## src/rtl/core/skf_pkg.sv

```systemverilog
// ----------------------------------------------------------------------------
// skf_pkg
// shared types, widths and constants of the multichannel scalar kalman filter
// ----------------------------------------------------------------------------
package skf_pkg;

    localparam int DATA_W    = 32;
    localparam int FRAC_W    = 16;
    localparam int CHAN_W    = 4;
    localparam int CFG_IDX_W = 2;
    localparam int K_W       = 16;
    localparam int DEN_W     = DATA_W + 1;
    localparam int DIV_CNT_W = $clog2(K_W);
    localparam int MUL_A_W   = K_W + 2;
    localparam int MUL_B_W   = DATA_W + 2;
    localparam int PROD_W    = MUL_A_W + MUL_B_W;

    localparam int CHANNELS_DEFAULT = 16;

    localparam logic [DATA_W-1:0] PROCESS_NOISE_RST      = 32'd8192;
    localparam logic [DATA_W-1:0] SENSOR_NOISE_RST       = 32'd20972;
    localparam logic [DATA_W-1:0] INITIAL_COVARIANCE_RST = 32'd1966080;
    localparam logic [DATA_W-1:0] INITIAL_ESTIMATE_RST   = 32'd0;

    typedef enum logic [CFG_IDX_W-1:0] {
        REG_PROCESS_NOISE,
        REG_SENSOR_NOISE,
        REG_INITIAL_COVARIANCE,
        REG_INITIAL_ESTIMATE
    } cfg_reg_t;

    typedef enum logic [3:0] {
        ST_IDLE,
        ST_READ,
        ST_PRED,
        ST_LOAD,
        ST_DIV,
        ST_MUL_GAIN,
        ST_MUL_COV,
        ST_WRITE,
        ST_OUT
    } state_t;

    typedef struct packed {
        logic busy;
        logic done;
    } div_status_t;

endpackage

```

## src/rtl/core/skf_div.sv

```systemverilog
// ----------------------------------------------------------------------------
// skf_div
// restoring divider for the gain, one quotient bit per cycle
// ----------------------------------------------------------------------------
module skf_div
    import skf_pkg::*;
(
    input  logic             clk,
    input  logic             rst_n,
    input  logic             start,
    input  logic [DEN_W-1:0] dividend,
    input  logic [DEN_W-1:0] divisor,
    output logic [K_W-1:0]   quotient,
    output div_status_t      status
);

    logic [DEN_W-1:0]     rem_reg;
    logic [DEN_W-1:0]     den_reg;
    logic [K_W-1:0]       q_reg;
    logic [DIV_CNT_W-1:0] cnt_reg;
    logic                 busy_reg;
    logic                 done_reg;

    logic [DEN_W:0]   shifted;
    logic [DEN_W:0]   trial;
    logic             fits;
    logic [DEN_W-1:0] rem_next;
    logic             last_step;

    assign shifted   = {rem_reg, 1'b0};
    assign trial     = shifted - {1'b0, den_reg};
    assign fits      = shifted >= {1'b0, den_reg};
    assign rem_next  = fits ? trial[DEN_W-1:0] : shifted[DEN_W-1:0];
    assign last_step = cnt_reg == DIV_CNT_W'(K_W - 1);

    // control
    always_ff @(posedge clk or negedge rst_n)
    begin
        if (!rst_n)
        begin
            busy_reg <= 1'b0;
            done_reg <= 1'b0;
            cnt_reg  <= '0;
        end
        else
        begin
            done_reg <= busy_reg && last_step;
            if (start)
            begin
                busy_reg <= 1'b1;
                cnt_reg  <= '0;
            end
            else if (busy_reg)
            begin
                cnt_reg <= cnt_reg + 1'b1;
                if (last_step)
                begin
                    busy_reg <= 1'b0;
                end
            end
        end
    end

    // datapath
    always_ff @(posedge clk)
    begin
        if (start)
        begin
            rem_reg <= dividend;
            den_reg <= divisor;
            q_reg   <= '0;
        end
        else if (busy_reg)
        begin
            rem_reg <= rem_next;
            q_reg   <= {q_reg[K_W-2:0], fits};
        end
    end

    assign quotient    = q_reg;
    assign status.busy = busy_reg;
    assign status.done = done_reg;

endmodule

```

## src/rtl/core/skf_mul.sv

```systemverilog
// ----------------------------------------------------------------------------
// skf_mul
// shared signed multiplier with registered product
// ----------------------------------------------------------------------------
module skf_mul
    import skf_pkg::*;
(
    input  logic                      clk,
    input  logic signed [MUL_A_W-1:0] a,
    input  logic signed [MUL_B_W-1:0] b,
    output logic signed [PROD_W-1:0]  prod
);

    always_ff @(posedge clk)
    begin
        prod <= a * b;
    end

endmodule

```

## src/rtl/core/scalar_kalman_filter_multichannel_unit.sv

```systemverilog
// ----------------------------------------------------------------------------
// scalar_kalman_filter_multichannel_unit
// per-channel 1-d kalman filter with q16.16 state and q0.16 gain
// ----------------------------------------------------------------------------
// Each request carries a channel number and a measurement. The block reads
// the channel's covariance and estimate (or the configured initial values on
// the channel's first request), predicts p1 = p + q with saturation, forms
// the gain k = p1 / (p1 + r) on a bit-serial divider, then updates the
// estimate and covariance on one shared multiplier. A request passes the
// read, prediction, load, division, two multiply, write and output states
// in turn; in_ready is high only in the idle state, so no request is taken
// until the last has left the output state. A finished result waits in an
// output register, so the next request may enter while the last is still
// unread. Requests on a channel at or above CHANNELS are taken and dropped.
// ----------------------------------------------------------------------------
module scalar_kalman_filter_multichannel_unit
    import skf_pkg::*;
#(
    parameter int CHANNELS = CHANNELS_DEFAULT
)
(
    input  logic                     clk,
    input  logic                     rst_n,
    input  logic                     cfg_write,
    input  logic [CFG_IDX_W-1:0]     cfg_index,
    input  logic [DATA_W-1:0]        cfg_data,
    input  logic                     in_valid,
    output logic                     in_ready,
    input  logic [CHAN_W-1:0]        channel,
    input  logic signed [DATA_W-1:0] measurement,
    output logic                     out_valid,
    input  logic                     out_ready,
    output logic [CHAN_W-1:0]        out_channel,
    output logic signed [DATA_W-1:0] estimate,
    output logic [DATA_W-1:0]        covariance
);

    localparam int ADDR_W = (CHANNELS > 1) ? $clog2(CHANNELS) : 1;
    localparam int EXT_W  = ADDR_W + CHAN_W;

    // configuration
    logic [DATA_W-1:0]        q_reg;
    logic [DATA_W-1:0]        r_reg;
    logic [DATA_W-1:0]        p0_reg;
    logic signed [DATA_W-1:0] x0_reg;

    always_ff @(posedge clk or negedge rst_n)
    begin
        if (!rst_n)
        begin
            q_reg  <= PROCESS_NOISE_RST;
            r_reg  <= SENSOR_NOISE_RST;
            p0_reg <= INITIAL_COVARIANCE_RST;
            x0_reg <= INITIAL_ESTIMATE_RST;
        end
        else if (cfg_write)
        begin
            case (cfg_reg_t'(cfg_index))
                REG_PROCESS_NOISE:      q_reg  <= cfg_data;
                REG_SENSOR_NOISE:       r_reg  <= cfg_data;
                REG_INITIAL_COVARIANCE: p0_reg <= cfg_data;
                REG_INITIAL_ESTIMATE:   x0_reg <= cfg_data;
                default:                ;
            endcase
        end
    end

    // sequencer
    state_t state_reg;
    state_t state_next;

    div_status_t div_status;
    logic [K_W-1:0] div_quotient;

    logic             accept;
    logic             in_range;
    logic [EXT_W-1:0] chan_ext;
    logic             out_load;
    logic             div_start;
    logic             mem_we;

    assign accept   = in_valid && in_ready;
    assign chan_ext = EXT_W'(channel);
    assign in_range = chan_ext < EXT_W'(CHANNELS);

    always_comb
    begin
        state_next = state_reg;
        case (state_reg)
            ST_IDLE:
            begin
                if (in_valid && in_range)
                begin
                    state_next = ST_READ;
                end
            end
            ST_READ:     state_next = ST_PRED;
            ST_PRED:     state_next = ST_LOAD;
            ST_LOAD:     state_next = ST_DIV;
            ST_DIV:
            begin
                if (div_status.done)
                begin
                    state_next = ST_MUL_GAIN;
                end
            end
            ST_MUL_GAIN: state_next = ST_MUL_COV;
            ST_MUL_COV:  state_next = ST_WRITE;
            ST_WRITE:    state_next = ST_OUT;
            ST_OUT:
            begin
                if (!out_valid || out_ready)
                begin
                    state_next = ST_IDLE;
                end
            end
            default:     state_next = ST_IDLE;
        endcase
    end

    always_comb
    begin
        in_ready  = 1'b0;
        div_start = 1'b0;
        mem_we    = 1'b0;
        out_load  = 1'b0;
        case (state_reg)
            ST_IDLE:  in_ready  = 1'b1;
            ST_LOAD:  div_start = 1'b1;
            ST_WRITE: mem_we    = 1'b1;
            ST_OUT:   out_load  = !out_valid || out_ready;
            default:  ;
        endcase
    end

    always_ff @(posedge clk or negedge rst_n)
    begin
        if (!rst_n)
        begin
            state_reg <= ST_IDLE;
        end
        else
        begin
            state_reg <= state_next;
        end
    end

    // channel state
    logic [DATA_W-1:0]   cov_mem [CHANNELS];
    logic [DATA_W-1:0]   est_mem [CHANNELS];
    logic [CHANNELS-1:0] valid_reg;
    logic [DATA_W-1:0]   cov_rd_reg;
    logic [DATA_W-1:0]   est_rd_reg;
    logic                hit_reg;

    logic [ADDR_W-1:0]        addr_reg;
    logic [CHAN_W-1:0]        chan_reg;
    logic signed [DATA_W-1:0] z_reg;
    logic [DATA_W-1:0]        p1_reg;
    logic signed [DATA_W-1:0] x_reg;
    logic signed [DATA_W-1:0] x1_reg;
    logic [K_W-1:0]           k_reg;
    logic                     den_zero_reg;
    logic [DATA_W-1:0]        p2_reg;

    logic signed [PROD_W-1:0] prod;
    logic [DATA_W-1:0]        prod_q;

    assign prod_q = prod[FRAC_W+DATA_W-1:FRAC_W];

    always_ff @(posedge clk)
    begin
        if (mem_we)
        begin
            cov_mem[addr_reg] <= prod_q;
            est_mem[addr_reg] <= x1_reg;
        end
        cov_rd_reg <= cov_mem[addr_reg];
        est_rd_reg <= est_mem[addr_reg];
    end

    always_ff @(posedge clk or negedge rst_n)
    begin
        if (!rst_n)
        begin
            valid_reg <= '0;
            hit_reg   <= 1'b0;
        end
        else
        begin
            hit_reg <= valid_reg[addr_reg];
            if (mem_we)
            begin
                valid_reg[addr_reg] <= 1'b1;
            end
        end
    end

    // prediction and divider operands
    logic [DATA_W-1:0] p_sel;
    logic [DATA_W:0]   p_sum;
    logic [DATA_W-1:0] p1_sat;
    logic [DEN_W-1:0]  den;

    assign p_sel  = hit_reg ? cov_rd_reg : p0_reg;
    assign p_sum  = {1'b0, p_sel} + {1'b0, q_reg};
    assign p1_sat = p_sum[DATA_W] ? '1 : p_sum[DATA_W-1:0];
    assign den    = {1'b0, p1_reg} + {1'b0, r_reg};

    skf_div u_div (
        .clk      (clk),
        .rst_n    (rst_n),
        .start    (div_start),
        .dividend ({1'b0, p1_reg}),
        .divisor  (den),
        .quotient (div_quotient),
        .status   (div_status)
    );

    // multiplier operands
    logic signed [MUL_A_W-1:0] mul_a;
    logic signed [MUL_B_W-1:0] mul_b;
    logic [K_W:0]              k_inv;

    assign k_inv = (K_W+1)'(1 << K_W) - {1'b0, k_reg};

    always_comb
    begin
        mul_a = '0;
        mul_b = '0;
        case (state_reg)
            ST_MUL_GAIN:
            begin
                mul_a = {2'b00, k_reg};
                mul_b = {{2{z_reg[DATA_W-1]}}, z_reg} - {{2{x_reg[DATA_W-1]}}, x_reg};
            end
            ST_MUL_COV:
            begin
                mul_a = {1'b0, k_inv};
                mul_b = {2'b00, p1_reg};
            end
            default: ;
        endcase
    end

    skf_mul u_mul (
        .clk  (clk),
        .a    (mul_a),
        .b    (mul_b),
        .prod (prod)
    );

    // datapath registers
    always_ff @(posedge clk)
    begin
        if (accept)
        begin
            chan_reg <= channel;
            z_reg    <= measurement;
            addr_reg <= chan_ext[ADDR_W-1:0];
        end
        if (state_reg == ST_PRED)
        begin
            p1_reg <= p1_sat;
            x_reg  <= hit_reg ? est_rd_reg : x0_reg;
        end
        if (state_reg == ST_LOAD)
        begin
            den_zero_reg <= den == '0;
        end
        if (state_reg == ST_DIV && div_status.done)
        begin
            k_reg <= den_zero_reg ? '0 : div_quotient;
        end
        if (state_reg == ST_MUL_COV)
        begin
            x1_reg <= x_reg + prod_q;
        end
        if (state_reg == ST_WRITE)
        begin
            p2_reg <= prod_q;
        end
    end

    // result register
    logic out_valid_reg;

    always_ff @(posedge clk or negedge rst_n)
    begin
        if (!rst_n)
        begin
            out_valid_reg <= 1'b0;
        end
        else if (out_load)
        begin
            out_valid_reg <= 1'b1;
        end
        else if (out_ready)
        begin
            out_valid_reg <= 1'b0;
        end
    end

    always_ff @(posedge clk)
    begin
        if (out_load)
        begin
            out_channel <= chan_reg;
            estimate    <= x1_reg;
            covariance  <= p2_reg;
        end
    end

    assign out_valid = out_valid_reg;

    // checks
    assert property (@(posedge clk) disable iff (!rst_n)
        div_status.done |-> state_reg == ST_DIV)
        else $error("divider finished outside the gain step");

    assert property (@(posedge clk) disable iff (!rst_n)
        in_ready |-> !div_status.busy)
        else $error("request taken while the divider is busy");

    assert property (@(posedge clk) disable iff (!rst_n)
        state_reg == ST_WRITE |-> prod[PROD_W-1:FRAC_W+DATA_W] == '0)
        else $error("updated covariance out of range");

endmodule

```

## config.mk

```make
export PLATFORM = sky130hd
export DESIGN_NAME = scalar_kalman_filter_multichannel_unit
export DESIGN_NICKNAME = d
export VERILOG_FILES = /design/src/rtl/core/skf_pkg.sv /design/src/rtl/core/skf_div.sv /design/src/rtl/core/skf_mul.sv /design/src/rtl/core/scalar_kalman_filter_multichannel_unit.sv
export SDC_FILE = /design/constraint.sdc
export NUM_CORES = 2
export LEC_CHECK = 0
export BUFFER_PORTS_ARGS = -buffer_cell sky130_fd_sc_hd__buf_4
export CORE_MARGIN = 1
export CORE_UTILIZATION = 45
export DETAILED_ROUTE_END_ITERATION = 10
export GPL_ROUTABILITY_DRIVEN = 0
export PLACE_DENSITY = 0.63
export SYNTH_ARGS = -nofsm -noshare
export SYNTH_HDL_FRONTEND = slang
export SYNTH_SLANG_ARGS = --single-unit
```

## constraint.sdc

```tcl
create_clock -name clk -period 10.31 [get_ports clk]
set_clock_uncertainty 0.15 [all_clocks]
set_input_delay 0.5155 -clock clk [delete_from_list [all_inputs] [get_ports clk]]
set_output_delay 0.5155 -clock clk [all_outputs]
set_load 0.05 [all_outputs]
```

==> metrics.txt <==
die width=434 um; PwrDens=242 nW/um2; post-detailed-route wirelength per cell=26.4 um; top cell type's share of synthesized area=47.8%; clock root cell=clkbuf_16; die area=188,000 um2; first-pass GRT wire length=339 mm; synth warn=0; NetSw=8260 uW; final WL=231 mm; crit path DAT=10,270 ps; final hold violation count=0; ys async rst share=9.71%; cell taking the most area after synthesis=edfxtp_1; I/O Buffers=144; Setup CP Type=flip-flop to flip-flop; DR iter-0 viols=5,126; pin count of the biggest net entering global routing=128; Synth Flop Type=edfxtp_1; Crit. End Element=flip-flop; RSZ-0062 raised after global routing=no; Worst Path Required=10,810 ps; Skew-Pair Late Insertion Delay=830 ps; clock share of power=26.3%; post-DP HPWL=159 mm; worst rel slew slack=25.7%; pin slew with the least headroom to its limit=1110 ps; fin. max-slew vios=0; top cells by area, synth=edfxtp_1 48%, fa_1 12%, mux4_2 8.7%; site row count=158; Period minus WS final=9770 ps; Slowest-stage cell, CP=fa_1; I/O pin total=145; via count=49,400; top-count cell post-synth=edfxtp_1; DRC=0; first-pass iteration count of the detailed router=8; Commonest cells post-synth=1,338 x edfxtp_1, 721 x inv_1, 519 x fa_1; vias in the first global route=50,000; CP dominant cell by count=fa_1; Die Span Y=434 um; setup TNS=0 ps; final setup fails=0; Int Pwr=14,800 uW; VDD IR max=0.179 mV; outcome=completed; Finished Layout Cells=8,747; cts bufs inserted=167; Post-Syn Nets=6,675; Inst Count DP=8,356; Lkg Pwr=0.0368 uW; Initial Utilization=45.3%; Gate power share=34.1%; Detail Route Antenna Nets=0; sw frac=35.9%; CTS max path bufs=3; TritonCTS clock tree=built; CORE AREA=185,000 um2; sequential share of power=39.7%; Max Clk Rate=102 MHz; initial antenna violation count=15; Nets=6,981; fraction of layout cells with a size suffix above 1=18.8%; Clock Sinks=1,607; sequential share of the synthesized area=55.2%; max_cap viols=0; fin util=51.2%; CP Max Fanout=10; cell depth of the worst hold path=4; number of synthesized flops with an enable pin=1,338; Post-Syn Instances=5,809; Worst setup SP type=flip-flop; CTS clock-pin slew for the worst setup and hold paths=60 ps; H-tree Lvls=4; gr usage total=24.9%; slowest cell delay on critical path=540 ps; syn_area_per_cell=14.5 um2; Distinct cells, synth=85; R2R depth=37; Congestion Overflow GR=0; Final Hold Slack=66.4 ps; Hold Crit Class=input pin to flip-flop; mapped cell area=84,000 um2; Top Registers=cov_mem x512, est_mem x512; post-synthesis register bit count=1,607; vias per cell=5.65; crit share post-route=94.8%; Area Overhead vs Synth=13.1%
what timing repair did:
| item | 4_1_cts | 5_1_grt |
|---|---|---|
| buffers inserted | 0 | 0 |
| hold endpoints to repair | 230 | 0 |
| hold buffers | 70 | 0 |
| setup endpoints to repair | 0 | 10 |
| resized for setup | 0 | 13 |
per-layer routing:
metal  vias up  share of wire [%]  GRT usage [%]
met4         2                4.1           9.34
met1     25800                 41           34.0
met5         -             0.0082              0
li1      21200                  -              -
met3       408                7.5           4.29
met2      1983                 47           40.0
cell type report:
type / instances / area, um2
repair buffers: 350 / 2860
clock buffers: 233 / 4670
clock inverters: 77 / 852
diodes: 11 / 27.5
multi-input cells: 3267 / 34400
well taps: 2480 / 3100
fillers: 15600 / 90400
inverters: 722 / 2710
flip-flops and latches: 1607 / 46400
metrics by stage:
| stage | power (uW) | instance area, um2 | setup WS (ps) |
|---|---|---|---|
| 2_1_floorplan | 14100 | 84000 | 1030 |
| 3_3_place_gp | 16800 | 88700 | 296 |
| 3_5_place_dp | 16900 | 88700 | 155 |
| 4_1_cts | 23000 | 94900 | 25.6 |
| 5_1_grt | 24100 | 95000 | 86.8 |
| 6_report | 23000 | 95000 | 538 |
kinds of logic (layout without fill, tap and decap cells):
| family | Yosys count | count (layout) | synth area share (%) |
|---|---|---|---|
| mux | 541 | 541 | 11.6 |
| simple gates | 1154 | 1154 | 6.12 |
| xor+xnor | 181 | 181 | 1.90 |
| buf+inv | 935 | 1382 | 4.18 |
| flops | 1607 | 1607 | 55.2 |
| fa+ha+maj | 791 | 791 | 16.4 |
| compound gates | 600 | 600 | 4.67 |
| other cells | 0 | 11 | 0 |
power by group through the flow:
stage	Sequential [uW]	Clock (uW)	Combinational [uW]
3_3_place_gp	9210	0	7620
3_5_place_dp	9240	0	7670
2_1_floorplan	8740	0	5340
5_1_grt	9170	6380	8560
4_1_cts	9120	6140	7780
6_report	9120	6040	7840
path summary, 6_finish.rpt:
path	startpoint	endpoint	slack, ps
worst max-delay path	x_reg[1]	u_mul.prod[43]	540
worst min-delay path	in_valid	state_reg[0]	70
worst max register to register	x_reg[1]	u_mul.prod[43]	540
worst min register to register	p2_reg[14]	covariance[14]	270
max in group asynchronous	rst_n	state_reg[1]	8630
min in group asynchronous	rst_n	x0_reg[31]	140
cell usage in the layout (no fill, tap or decap), drive strengths merged, types with 113 or more instances in the layout:
master	count
a21oi	189
buf	280
clkbuf	233
dfrtp	143
dfxtp	113
edfxtp	1338
fa	519
ha	272
inv	728
mux2	190
mux4	325
nand2	344
nor2	472
xnor2	133
critical path, delay by kind of cell, from the launching register on:
family / cells / cell delay, ps
buffers and inverters: 7 / 850
flip-flops: 1 / 390
AND/OR/NAND/NOR: 5 / 700
adder cells (fa/ha/maj): 8 / 3640
AO/OA/AOI/OAI: 15 / 3430
XOR/XNOR: 2 / 420
(Power assumes the default switching activity.)
